<file path="src/hdl/sts_pkg.sv">
// ----------------------------------------------------------------------------
// sts_pkg
// Shared codes for the signal tree select/set block.
// ----------------------------------------------------------------------------
package sts_pkg;

  // request operation codes
  localparam logic OP_SET    = 1'b0;
  localparam logic OP_SELECT = 1'b1;

endpackage

</file>
<file path="src/hdl/signal_tree_select_set.sv">
// ----------------------------------------------------------------------------
// signal_tree_select_set
// Pending-signal bitmap with a heap-ordered tree of subtree counters.
// Set raises one flag and bumps the counters on its path to the root.
// Select walks down by bias bits, decrementing counters, and clears a flag.
// ----------------------------------------------------------------------------
// Sequence from accept to the done strobe: set reads the flag in S_SET_CHK
// (done there if already set), then S_SET_UP bumps one counter per level up
// to the root; select steps down the tree in S_SEL_NODE, then clears a flag
// in S_SEL_LEAF, or is done from idle when the tree is empty. One request at
// a time; busy stays high until done. The counter RAM does one
// read-modify-write per tree level. Results cannot be stalled. After rst, and
// after each cfg_wr_en write, a fill sweep loads the RAMs (empty, or full when cfg_wr_data is 1); busy is high.
module signal_tree_select_set
  import sts_pkg::*;
#(
  parameter int NUM_SIGNALS = 64
) (
  input  logic                           clk,
  input  logic                           rst,
  input  logic                           start,
  output logic                           busy,
  input  logic                           operation,
  input  logic [$clog2(NUM_SIGNALS)-1:0] signal_index,
  input  logic [$clog2(NUM_SIGNALS)-1:0] bias_bits,
  input  logic                           cfg_wr_en,
  input  logic                           cfg_wr_data,
  output logic                           done,
  output logic                           ok,
  output logic [$clog2(NUM_SIGNALS)-1:0] selected_index,
  output logic [$clog2(NUM_SIGNALS):0]   total_count
);

  localparam int IDX_W      = $clog2(NUM_SIGNALS);
  localparam int CNT_W      = IDX_W + 1;
  localparam int NODE_TOTAL = NUM_SIGNALS - 1;
  localparam int LVL_W      = $clog2(IDX_W + 1);

  localparam logic [LVL_W-1:0] LVL_LAST  = LVL_W'((IDX_W > 1) ? (IDX_W - 2) : 0);
  localparam logic [IDX_W-1:0] IDX_LAST  = IDX_W'(NUM_SIGNALS - 1);
  localparam logic [CNT_W-1:0] CNT_FULL  = CNT_W'(NUM_SIGNALS);
  localparam logic [IDX_W:0]   LEAF_BASE = (IDX_W + 1)'(NUM_SIGNALS - 2);

  typedef enum logic [2:0] {
    S_FILL,
    S_IDLE,
    S_SET_CHK,
    S_SET_UP,
    S_SEL_NODE,
    S_SEL_LEAF
  } state_t;

  state_t state;

  // counter and flag RAMs: one write port, two registered read ports
  logic [CNT_W-1:0] node_mem [NODE_TOTAL];
  logic             leaf_mem [NUM_SIGNALS];

  logic             node_we;
  logic [IDX_W-1:0] node_wa;
  logic [CNT_W-1:0] node_wd;
  logic [IDX_W-1:0] node_ra_a;
  logic [IDX_W-1:0] node_ra_b;
  logic [CNT_W-1:0] node_qa;
  logic [CNT_W-1:0] node_qb;
  logic             leaf_we;
  logic [IDX_W-1:0] leaf_wa;
  logic             leaf_wd;
  logic [IDX_W-1:0] leaf_ra_a;
  logic [IDX_W-1:0] leaf_ra_b;
  logic             leaf_qa;
  logic             leaf_qb;

  // walk registers
  logic [IDX_W-1:0] cur;
  logic [IDX_W-1:0] bias;
  logic [IDX_W-1:0] idx;
  logic [LVL_W-1:0] lvl;
  logic [CNT_W-1:0] total;

  // fill sweep
  logic             fill_full;
  logic [IDX_W-1:0] fill_idx;
  logic [CNT_W-1:0] fill_cnt;
  logic [IDX_W-1:0] lvl_end;

  // combinational walk decisions
  logic             swap;
  logic [IDX_W-1:0] cur_node_a;
  logic [IDX_W-1:0] cur_node_b;
  logic [IDX_W-1:0] cur_leaf_a;
  logic [IDX_W-1:0] cur_leaf_b;
  logic [CNT_W-1:0] first_cnt;
  logic [CNT_W-1:0] second_cnt;
  logic [IDX_W-1:0] first_addr;
  logic [IDX_W-1:0] second_addr;
  logic [IDX_W-1:0] pick_addr;
  logic [CNT_W-1:0] pick_wd;
  logic             first_flag;
  logic [IDX_W-1:0] first_leaf;
  logic [IDX_W-1:0] second_leaf;
  logic [IDX_W-1:0] pick_leaf;
  logic [IDX_W-1:0] sel_cur;
  logic [IDX_W:0]   leaf_node;
  logic [IDX_W-1:0] leaf_parent;
  logic [IDX_W-1:0] cur_dec;
  logic [IDX_W-1:0] cur_parent;
  logic             accept;

  assign busy        = (state != S_IDLE);
  assign accept      = start && !busy;
  assign total_count = total;

  always_comb begin
    swap        = bias[0];
    cur_node_a  = IDX_W'({cur, 1'b0} + (IDX_W + 1)'(1));
    cur_node_b  = IDX_W'({cur, 1'b0} + (IDX_W + 1)'(2));
    // leaf number of node n is n - (N-1); modulo N this is just the low bits
    cur_leaf_a  = IDX_W'({cur, 1'b0} + (IDX_W + 1)'(2));
    cur_leaf_b  = cur_leaf_a | IDX_W'(1);

    first_cnt   = swap ? node_qb : node_qa;
    second_cnt  = swap ? node_qa : node_qb;
    first_addr  = swap ? cur_node_b : cur_node_a;
    second_addr = swap ? cur_node_a : cur_node_b;
    if (first_cnt != '0) begin
      pick_addr = first_addr;
      pick_wd   = first_cnt - CNT_W'(1);
    end else begin
      pick_addr = second_addr;
      pick_wd   = (second_cnt != '0) ? (second_cnt - CNT_W'(1)) : second_cnt;
    end

    first_flag  = swap ? leaf_qb : leaf_qa;
    first_leaf  = swap ? cur_leaf_b : cur_leaf_a;
    second_leaf = swap ? cur_leaf_a : cur_leaf_b;
    pick_leaf   = first_flag ? first_leaf : second_leaf;

    leaf_node   = {1'b0, idx} + LEAF_BASE;
    leaf_parent = IDX_W'(leaf_node >> 1);
    cur_dec     = cur - IDX_W'(1);
    cur_parent  = cur_dec >> 1;

    // node whose children the select walk reads next
    sel_cur     = (state == S_SEL_NODE) ? pick_addr : '0;
  end

  // memory port control
  always_comb begin
    node_we   = 1'b0;
    node_wa   = '0;
    node_wd   = '0;
    leaf_we   = 1'b0;
    leaf_wa   = '0;
    leaf_wd   = 1'b0;
    node_ra_a = IDX_W'({sel_cur, 1'b0} + (IDX_W + 1)'(1));
    node_ra_b = IDX_W'({sel_cur, 1'b0} + (IDX_W + 1)'(2));
    leaf_ra_a = IDX_W'({sel_cur, 1'b0} + (IDX_W + 1)'(2));
    leaf_ra_b = leaf_ra_a | IDX_W'(1);
    case (state)
      S_FILL: begin
        leaf_we = 1'b1;
        leaf_wa = fill_idx;
        leaf_wd = fill_full;
        node_we = (fill_idx != IDX_LAST);
        node_wa = fill_idx;
        node_wd = fill_full ? fill_cnt : '0;
      end
      S_IDLE: begin
        if (operation == OP_SET) begin
          leaf_ra_a = signal_index;
        end else if (accept && total != '0) begin
          // root always mirrors total
          node_we = 1'b1;
          node_wa = '0;
          node_wd = total - CNT_W'(1);
        end
      end
      S_SET_CHK: begin
        node_ra_a = leaf_parent;
        if (!leaf_qa) begin
          leaf_we = 1'b1;
          leaf_wa = idx;
          leaf_wd = 1'b1;
        end
      end
      S_SET_UP: begin
        node_ra_a = cur_parent;
        node_we   = 1'b1;
        node_wa   = cur;
        node_wd   = node_qa + CNT_W'(1);
      end
      S_SEL_NODE: begin
        node_we = 1'b1;
        node_wa = pick_addr;
        node_wd = pick_wd;
      end
      S_SEL_LEAF: begin
        leaf_we = 1'b1;
        leaf_wa = pick_leaf;
        leaf_wd = 1'b0;
      end
      default: begin
      end
    endcase
  end

  always_ff @(posedge clk) begin
    if (node_we) begin
      node_mem[node_wa] <= node_wd;
    end
    node_qa <= node_mem[node_ra_a];
    node_qb <= node_mem[node_ra_b];
    if (leaf_we) begin
      leaf_mem[leaf_wa] <= leaf_wd;
    end
    leaf_qa <= leaf_mem[leaf_ra_a];
    leaf_qb <= leaf_mem[leaf_ra_b];
  end

  always_ff @(posedge clk) begin
    if (rst) begin
      state     <= S_FILL;
      done      <= 1'b0;
      total     <= '0;
      fill_full <= 1'b0;
      fill_idx  <= '0;
      fill_cnt  <= CNT_FULL;
      lvl_end   <= '0;
    end else if (cfg_wr_en) begin
      state     <= S_FILL;
      done      <= 1'b0;
      fill_full <= cfg_wr_data;
      fill_idx  <= '0;
      fill_cnt  <= CNT_FULL;
      lvl_end   <= '0;
    end else begin
      done <= 1'b0;
      case (state)
        S_FILL: begin
          fill_idx <= fill_idx + IDX_W'(1);
          // full count halves at the end of each tree level
          if (fill_idx == lvl_end) begin
            fill_cnt <= fill_cnt >> 1;
            lvl_end  <= IDX_W'({lvl_end, 1'b0} + (IDX_W + 1)'(2));
          end
          if (fill_idx == IDX_LAST) begin
            state <= S_IDLE;
            total <= fill_full ? CNT_FULL : '0;
          end
        end
        S_IDLE: begin
          if (start) begin
            if (operation == OP_SET) begin
              idx   <= signal_index;
              state <= S_SET_CHK;
            end else if (total == '0) begin
              done           <= 1'b1;
              ok             <= 1'b0;
              selected_index <= '0;
            end else begin
              total <= total - CNT_W'(1);
              cur   <= '0;
              lvl   <= '0;
              bias  <= bias_bits;
              state <= (IDX_W == 1) ? S_SEL_LEAF : S_SEL_NODE;
            end
          end
        end
        S_SET_CHK: begin
          if (leaf_qa) begin
            done           <= 1'b1;
            ok             <= 1'b0;
            selected_index <= '0;
            state          <= S_IDLE;
          end else begin
            cur   <= leaf_parent;
            state <= S_SET_UP;
          end
        end
        S_SET_UP: begin
          if (cur == '0) begin
            done           <= 1'b1;
            ok             <= 1'b1;
            selected_index <= '0;
            total          <= total + CNT_W'(1);
            state          <= S_IDLE;
          end else begin
            cur <= cur_parent;
          end
        end
        S_SEL_NODE: begin
          cur  <= pick_addr;
          bias <= bias >> 1;
          lvl  <= lvl + LVL_W'(1);
          if (lvl == LVL_LAST) begin
            state <= S_SEL_LEAF;
          end
        end
        S_SEL_LEAF: begin
          done           <= 1'b1;
          ok             <= 1'b1;
          selected_index <= pick_leaf;
          state          <= S_IDLE;
        end
        default: begin
          state <= S_IDLE;
        end
      endcase
    end
  end

endmodule
</file>
<file path="config.mk">
export PLATFORM = sky130hd
export DESIGN_NAME = signal_tree_select_set
export DESIGN_NICKNAME = d
export VERILOG_FILES = /design/src/hdl/sts_pkg.sv /design/src/hdl/signal_tree_select_set.sv
export SDC_FILE = /design/constraint.sdc
export NUM_CORES = 1
export LEC_CHECK = 0
export BUFFER_PORTS_ARGS = -buffer_cell sky130_fd_sc_hd__clkbuf_2
export CAP_MARGIN = 25
export CORE_ASPECT_RATIO = 1.1
export CORE_UTILIZATION = 45
export DETAILED_ROUTE_END_ITERATION = 8
export SETUP_SLACK_MARGIN = 0.05
export SYNTH_ARGS = -nofsm -noshare
export SYNTH_HDL_FRONTEND = slang
export SYNTH_SLANG_ARGS = --single-unit
</file>
<file path="constraint.sdc">
create_clock -name clk -period 17.3 [get_ports clk]
set_input_delay 0.865 -clock clk [delete_from_list [all_inputs] [get_ports clk]]
set_output_delay 0.865 -clock clk [all_outputs]
set_load 0.02 [all_outputs]
</file>
==> results of run 1 <==
==> per-stage QoR <==
stage	instance area [µm²]	setup slack, ps	std cells	hold WS, ps
after floorplan	27770	11170	2353	447.2
after global placement	28710	11860	3088	472.9
after detailed placement	28710	11740	3088	486.5
after CTS	30740	11720	3199	412.6
after global routing	30780	11340	3201	428.9
final	30780	11670	3201	439.4
==> placed cells by master (no fill, tap or decap), types with 6 or more instances in the layout <==
| master | Yosys | routed |
|---|---|---|
| a311oi_1 | 68 | 68 |
| or3_1 | 6 | 6 |
| a221oi_1 | 22 | 22 |
| clkbuf_1 | 85 | 10 |
| nand2_1 | 516 | 515 |
| a31oi_1 | 52 | 52 |
| edfxtp_1 | 533 | 533 |
| nor3_1 | 25 | 23 |
| and3_1 | 62 | 62 |
| a211o_1 | 11 | 11 |
| mux4_2 | 67 | 67 |
| clkinvlp_4 | 0 | 6 |
| xor2_1 | 20 | 20 |
| a22oi_1 | 14 | 14 |
| nand4_1 | 6 | 6 |
| inv_1 | 19 | 19 |
| dfxtp_1 | 46 | 46 |
| buf_4 | 6 | 35 |
| nand2b_1 | 9 | 9 |
| a221o_1 | 8 | 8 |
| nand3_1 | 121 | 121 |
| xnor2_1 | 23 | 21 |
| clkinv_1 | 1 | 14 |
| clkinv_2 | 0 | 8 |
| o21ai_0 | 30 | 27 |
| a21o_1 | 18 | 18 |
| clkbuf_16 | 0 | 62 |
| ha_1 | 15 | 14 |
| nor2_1 | 220 | 219 |
| a211oi_1 | 46 | 46 |
| a21oi_1 | 48 | 48 |
| a311o_1 | 6 | 6 |
| bufinv_16 | 0 | 9 |
| clkbuf_2 | 0 | 33 |
| mux2i_1 | 56 | 56 |
| and2_1 | 29 | 28 |
==> cells in the mapped netlist (all sizes together), types with 7 or more instances <==
| cell | number |
|---|---|
| inv | 19 |
| nand2 | 518 |
| and2 | 29 |
| nand3 | 122 |
| a2111oi | 9 |
| a211oi | 47 |
| mux2i | 56 |
| a311oi | 68 |
| edfxtp | 533 |
| and3 | 62 |
| o31ai | 7 |
| a31oi | 53 |
| clkbuf | 85 |
| o21ai | 35 |
| a221o | 8 |
| a22oi | 14 |
| buf | 72 |
| a21o | 18 |
| xnor2 | 23 |
| ha | 15 |
| nor3 | 25 |
| nand2b | 9 |
| xor2 | 20 |
| nor2 | 221 |
| a221oi | 22 |
| mux4 | 67 |
| dfxtp | 46 |
| a211o | 11 |
| a21oi | 50 |
==> cells by family (layout without fill, tap and decap cells) <==
logic type      Yosys count  count (layout)  share of synthesized area [%]
simple gates           1031            1031                          16.24
xor+xnor                 43              43                          1.356
mux                     126             126                          7.575
flops                   579             579                          60.96
fa+ha+maj                15              15                         0.6759
buf+inv                 177             201                          2.776
compound gates          382             382                          10.42
==> cell type report <==
class | count | area [µm²] | area share [%]
flip-flops and latches | 579 | 16930 | 54.99
well taps | 824 | 1031 | 3.350
repair buffers | 70 | 462.9 | 1.504
inverters | 20 | 75.07 | 0.2439
multi-input cells | 1597 | 10250 | 33.31
clock buffers | 73 | 1603 | 5.208
clock inverters | 38 | 429.2 | 1.394
==> sequential cells by signal, indices dropped and copies added, names as in the netlist <==
register and flops:
node_qa 7, fill_idx 6, bias 6, node_mem 441, idx 6, cur 6
state 3, leaf_qb 1, fill_cnt 7, total_count 7, node_qb 7, leaf_mem 64
fill_full 1, lvl 3, done 1, lvl_end 5, ok 1, leaf_qa 1
selected_index 6
==> worst paths after layout <==
check / start / to / slack, ps / depth (start not counted)
setup / recovery: bias[0] / node_mem[41][6] / 11670 / 10
hold / removal: signal_index[4] / idx[4] / 440 / 1
setup reg to reg: bias[0] / node_mem[41][6] / 11670 / 10
hold reg to reg: lvl_end[1] / lvl_end[1] / 490 / 2
==> power groups by stage <==
| stage | Combinational [µW] | Sequential [µW] | Clock, µW |
|---|---|---|---|
| 2_1_floorplan | 25.3 | 1550 | 0 |
| 3_3_place_gp | 40.3 | 1550 | 0 |
| 3_5_place_dp | 41.0 | 1550 | 0 |
| 4_1_cts | 41.0 | 1520 | 1360 |
| 5_1_grt | 44.7 | 1520 | 1420 |
| 6_report | 41.7 | 1520 | 1350 |
==> routing by layer <==
layer | up-vias | global-route usage, %
met5 | - | 0
met4 | 2 | 11.99
met3 | 217 | 5.284
met2 | 982 | 43.53
met1 | 10000 | 35.83
li1 | 8786 | -
==> results.toml, run 1 <==
[power_and_ir_drop]
p_total_uw = 2918
p_int_uw = 2321
p_comb_share_pct = 1.4
p_leak_uw = 0.01058
power.density_nw_per_um2 = 94.81
peakVddDrop_v = 0.00007676
switching_share_pct = 20.45
seqPwrFrac_pct = 52.2
switching_power_uw = 596.8
clkPwrFrac_pct = 46.3

[clock_network]
cts_hold_buf = 0
cts_made_buffers = 61
htreeDepth = 2
clk_pin_slew_ps = 60
cts.sinks = 579
root_buffer = "clkbuf_16"
postCtsSetupBuffers = 0
clockBufferDepth = 3
clk-insertion-delay-late_ps = 640
cts_resized = 0
cts_tree = "done"

[worst_hold_path]
hold_class = "in2reg"

[layout]
drive_above_1_share_pct = 11.44
n_fill_cell = 5449
area_growth_pct = 10.85
diodes = 0
fin_util_pct = 50.38
fin_nets = 2362

[worst_setup_path]
crit_required_ps = 17570
critPathKind = "reg2reg"
startpoint_type = "flip-flop"
worstPathMaxFanout = 40
crit_chain = "buf_4 -> mux2i_1 -> ha_1 -> or4b_4 -> o21ai_4 -> nand2_4 -> buf_4 -> nand2_1 -> nand3_1 -> nor2_1"
crit_buf_inv = 2
end_kind = "flip-flop"
cpMostUsedCell = "buf_4"
cp_top_family = "simple AND/OR/NAND/NOR gates"
cp_slowest_cell = "nand3_1"
cp_data_arrival_time_ps = 5900
cpPeakStageDelay_ps = 840

[yosys]
ys_ff_latch = 579
synth_edf_count = 533
netlist_area_um2 = 27770
synth_area_leaders = "edfxtp_1 58%, nand2_1 7.0%, mux4_2 5.4%, dfxtp_1 3.3%, nor2_1 3.0%"
synth_nets = 2386
yosysTopAreaCell = "edfxtp_1"
syn_inst = 2353
ys.warnings.count = 0
async_reset_ff_share_pct = 0
synth_ff_type = "edfxtp_1"
synth.yosys.seq_area_share_pct = 60.96
synth_cell_types = 82
syn_area_per_cell_um2 = 11.80
synth_top_area_share_pct = 57.64

[placement]
hpwlAfterDp_um = 55590
numPortBuffers = 33
place_congestion = 0.9949

[global_route]
grt_pass1_wl_um = 126900
grt_max_degree = 85
grt_pass1_vias = 19690
overflow = 0
track_usage_pct = 27.17
antenna_found_initial = 1

[floorplanning]
dieArea_um2 = 62700
io_pins = 34
initial_core_util_pct = 45.45
die_w_um = 238.8
chipHeight_um = 262.5
core_um2 = 61100
rows = 95

[drt]
highest_layer = "met5"
wl_per_cell_um = 26.65
wl_um = 85290
firstDrtPassIters = 5
wl_met2_um = 40430
postRouteAntennaNets = 0
met3WireLength_um = 7084
via_per_inst = 6.244
drc_errors = 0
drt_first_iter_violations = 2523
wl_met1_um = 33760
vias = 19990

[sta]
fin_crit_ps = 5629
maxSlewViolCount = 0
hold_viol = 0
slew_headroom_pct = 23.69
rsz0062_at_grt = "false"
fin_crit_sh_pct = 32.54
fin_skew_ps = 17.91
fin_tns_setup_ps = 0
finalSetupViolations = 0
worstMarginPinSlew_ps = 1141
max_freq_mhz = 177.7

[run_status]
status = "completed"

[flow_run]
drv_cap = 0
(Power assumes the default switching activity.)
==> inputs of run 2 (changes only) <==
--- a/config.mk
+++ b/config.mk
@@ -5,6 +5,7 @@
 export SDC_FILE = /design/constraint.sdc
 export NUM_CORES = 1
 export LEC_CHECK = 0
+export ABC_AREA = 1
 export BUFFER_PORTS_ARGS = -buffer_cell sky130_fd_sc_hd__clkbuf_2
 export CAP_MARGIN = 25
 export CORE_ASPECT_RATIO = 1.1
==> constraint.sdc (replaced) <==
create_clock -name clk -period 4.85 [get_ports clk]
set_input_delay 0.2425 -clock clk [delete_from_list [all_inputs] [get_ports clk]]
set_output_delay 0.2425 -clock clk [all_outputs]
set_load 0.02 [all_outputs]
==> results.toml, run 2 <==
[worst_setup_path]
crit_buf_inv = 4
startpoint_type = "flip-flop"
cp_data_arrival_time_ps = 4550
cp_slowest_cell = "inv_1"
crit_chain = "inv_4 -> or2_2 -> o21ai_0 -> ha_1 -> nand3_1 -> nor2_4 -> nand3_2 -> nand3_4 -> inv_1 -> ha_1 -> nand3_1 -> nand2_1 -> inv_1 -> buf_4 -> nand3_1 -> nand3_1 -> nand2_1 -> nand2_1 -> nand2_1"
rr_worst_depth = 19
cp_top_family = "simple AND/OR/NAND/NOR gates"
end_kind = "flip-flop"
critPathKind = "reg2reg"
worstPathMaxFanout = 14
path_depth = 19
crit_required_ps = 5340
cpPeakStageDelay_ps = 620

[yosys]
synth_most_common_cell = "nand2_1"
synthTopCellsByCount = "961 x nand2_1, 533 x edfxtp_1, 417 x nand3_1, 269 x inv_1, 232 x o21ai_0"
yosysTopAreaCell = "edfxtp_1"
ys_ff_latch = 579
netlist_area_um2 = 28640
synth_area_leaders = "edfxtp_1 56%, nand2_1 13%, nand3_1 7.3%, o21ai_0 4.1%, inv_1 3.5%"
synth_cell_types = 50
synth.yosys.seq_area_share_pct = 59.10
synth_edf_count = 533
synth_nets = 3224
syn_area_per_cell_um2 = 8.975
synth_top_area_share_pct = 55.89
async_reset_ff_share_pct = 0
ys.warnings.count = 0
synth_ff_type = "edfxtp_1"
syn_inst = 3191

[global_route]
track_usage_pct = 27.75
grt_max_degree = 260
grt_pass1_wl_um = 135500
grt_pass1_vias = 22390
antenna_found_initial = 0
overflow = 0

[sta]
setup_ws_ps = 792.1
hold_viol = 0
fin_skew_ps = 26.67
worstMarginPinSlew_ps = 1457
slew_headroom_pct = 2.880
rsz0062_at_grt = "false"
maxSlewViolCount = 0
max_freq_mhz = 246.4
finalSetupViolations = 0
fin_crit_sh_pct = 83.67
fin_tns_setup_ps = 0
fin_crit_ps = 4058

[floorplanning]
rows = 96
die_w_um = 242.5
io_pins = 34
core_um2 = 62700
chipHeight_um = 266.6
dieArea_um2 = 64650
initial_core_util_pct = 45.68

[clock_network]
clockBufferDepth = 3
clk_pin_slew_ps = 70
htreeDepth = 2
clk-insertion-delay-late_ps = 640
cts_resized = 0
cts_tree = "done"
root_buffer = "clkbuf_16"
cts.sinks = 579
cts_hold_buf = 15
cts_made_buffers = 59
postCtsSetupBuffers = 0

[placement]
numPortBuffers = 33
hpwlAfterDp_um = 57450
place_ws_ps = 858.1
place_congestion = 0.8997

[layout]
largest_register_ffs = 441
multi_input_area_um2 = 9973
final_common_cell = "nand2_1"
reg_top3 = "node_mem (441), leaf_mem (64)"
top_register = "node_mem"
fin_nets = 3207
drive_above_1_share_pct = 6.857
area_growth_pct = 10.54
final_cell_mix = "960 x nand2_1, 533 x edfxtp_1, 417 x nand3_1"
area.sequential_um2 = 16930
diodes = 0
n_fill_cell = 5912

[drt]
drc_errors = 0
wl_um = 90250
via_per_inst = 5.675
firstDrtPassIters = 6
vias = 23020
wl_per_cell_um = 22.25
drt_first_iter_violations = 2810
postRouteAntennaNets = 0

[run_status]
status = "completed"

[worst_hold_path]
hold_class = "in2reg"
min_path_cells = 5

[power_and_ir_drop]
p_leak_uw = 0.01276
peakVddDrop_v = 0.0002130
power.density_nw_per_um2 = 327.1

[flow_run]
drv_cap = 0
## run 2: changes by cell type after synthesis, sizes merged, moves of 29 or more
| cell | previous run | this run |
|---|---|---|
| o211ai | 2 | 38 |
| nand3 | 122 | 420 |
| a211oi | 47 | 3 |
| a311oi | 68 | 0 |
| a21oi | 50 | 123 |
| mux4 | 67 | 0 |
| and3 | 62 | 0 |
| and2 | 29 | 0 |
| nand2 | 518 | 977 |
| a31oi | 53 | 7 |
| buf | 72 | 113 |
| inv | 19 | 281 |
| o21ai | 35 | 289 |
| mux2i | 56 | 0 |
## run 2: cell families (layout without fill, tap and decap cells)
kind of cell	Yosys count	after routing	synth area share, %
xor+xnor	15	15	0.4587
compound gates	477	477	9.013
buf+inv	451	483	6.523
fa+ha+maj	15	15	0.6553
flops	579	579	59.10
simple gates	1654	1654	24.25
## run 2: where the power goes
group / leakage (µW) / internal (µW) / switching (µW) / total (µW)
registers: 0.00540 / 5470 / 22.8 / 5490
logic: 0.00642 / 59.6 / 193 / 253
clock network: 0.000935 / 2650 / 1960 / 4610
total: 0.0128 / 8180 / 2170 / 10400
## run 2: worst paths after layout
| check | slack (ps) | end | start |
|---|---|---|---|
| max reg2reg | 790 | node_qb[0] | bias[0] |
| min | 100 | state[0] | start |
| min reg2reg | 510 | fill_cnt[0] | fill_cnt[0] |
| max | 790 | node_qb[0] | bias[0] |
## run 2: stage by stage
stage,instance area (µm²),power [µW],hold WS [ps],util (%),std cells
CTS,31650,10420,54.01,50.48,4055
global route,31660,10610,129.9,50.49,4056
floorplan,28640,5725,321.0,-,3191
finish,31660,10350,101.6,50.49,4056
detailed placement,29560,5841,447.9,47.15,3930
global placement,29560,5837,443.8,47.14,3929
## run 2: layer usage
| layer | share of wire [%] | vias to the layer above | track usage (%) |
|---|---|---|---|
| met5 | 0 | - | 0 |
| met4 | 4.6 | 0 | 12.54 |
| met3 | 7.6 | 220 | 4.093 |
| met2 | 48 | 1090 | 46.72 |
| met1 | 40 | 10970 | 35.43 |
| li1 | - | 10740 | - |
## run 2: layout make-up
cell class | count | share of cell area [%]
sequential | 579 | 53.47
clock buffer | 69 | 4.917
clock inverter | 41 | 1.202
inverter | 281 | 3.348
timing repair buffer | 92 | 2.269
tap | 833 | 3.292
multi-input combinational | 2161 | 31.50
## run 2: tightest hold or removal path: cells and delay by family
family,cells,cell delay (ps)
simple gates,3,300
buf+inv,1,90
compound gates,1,60
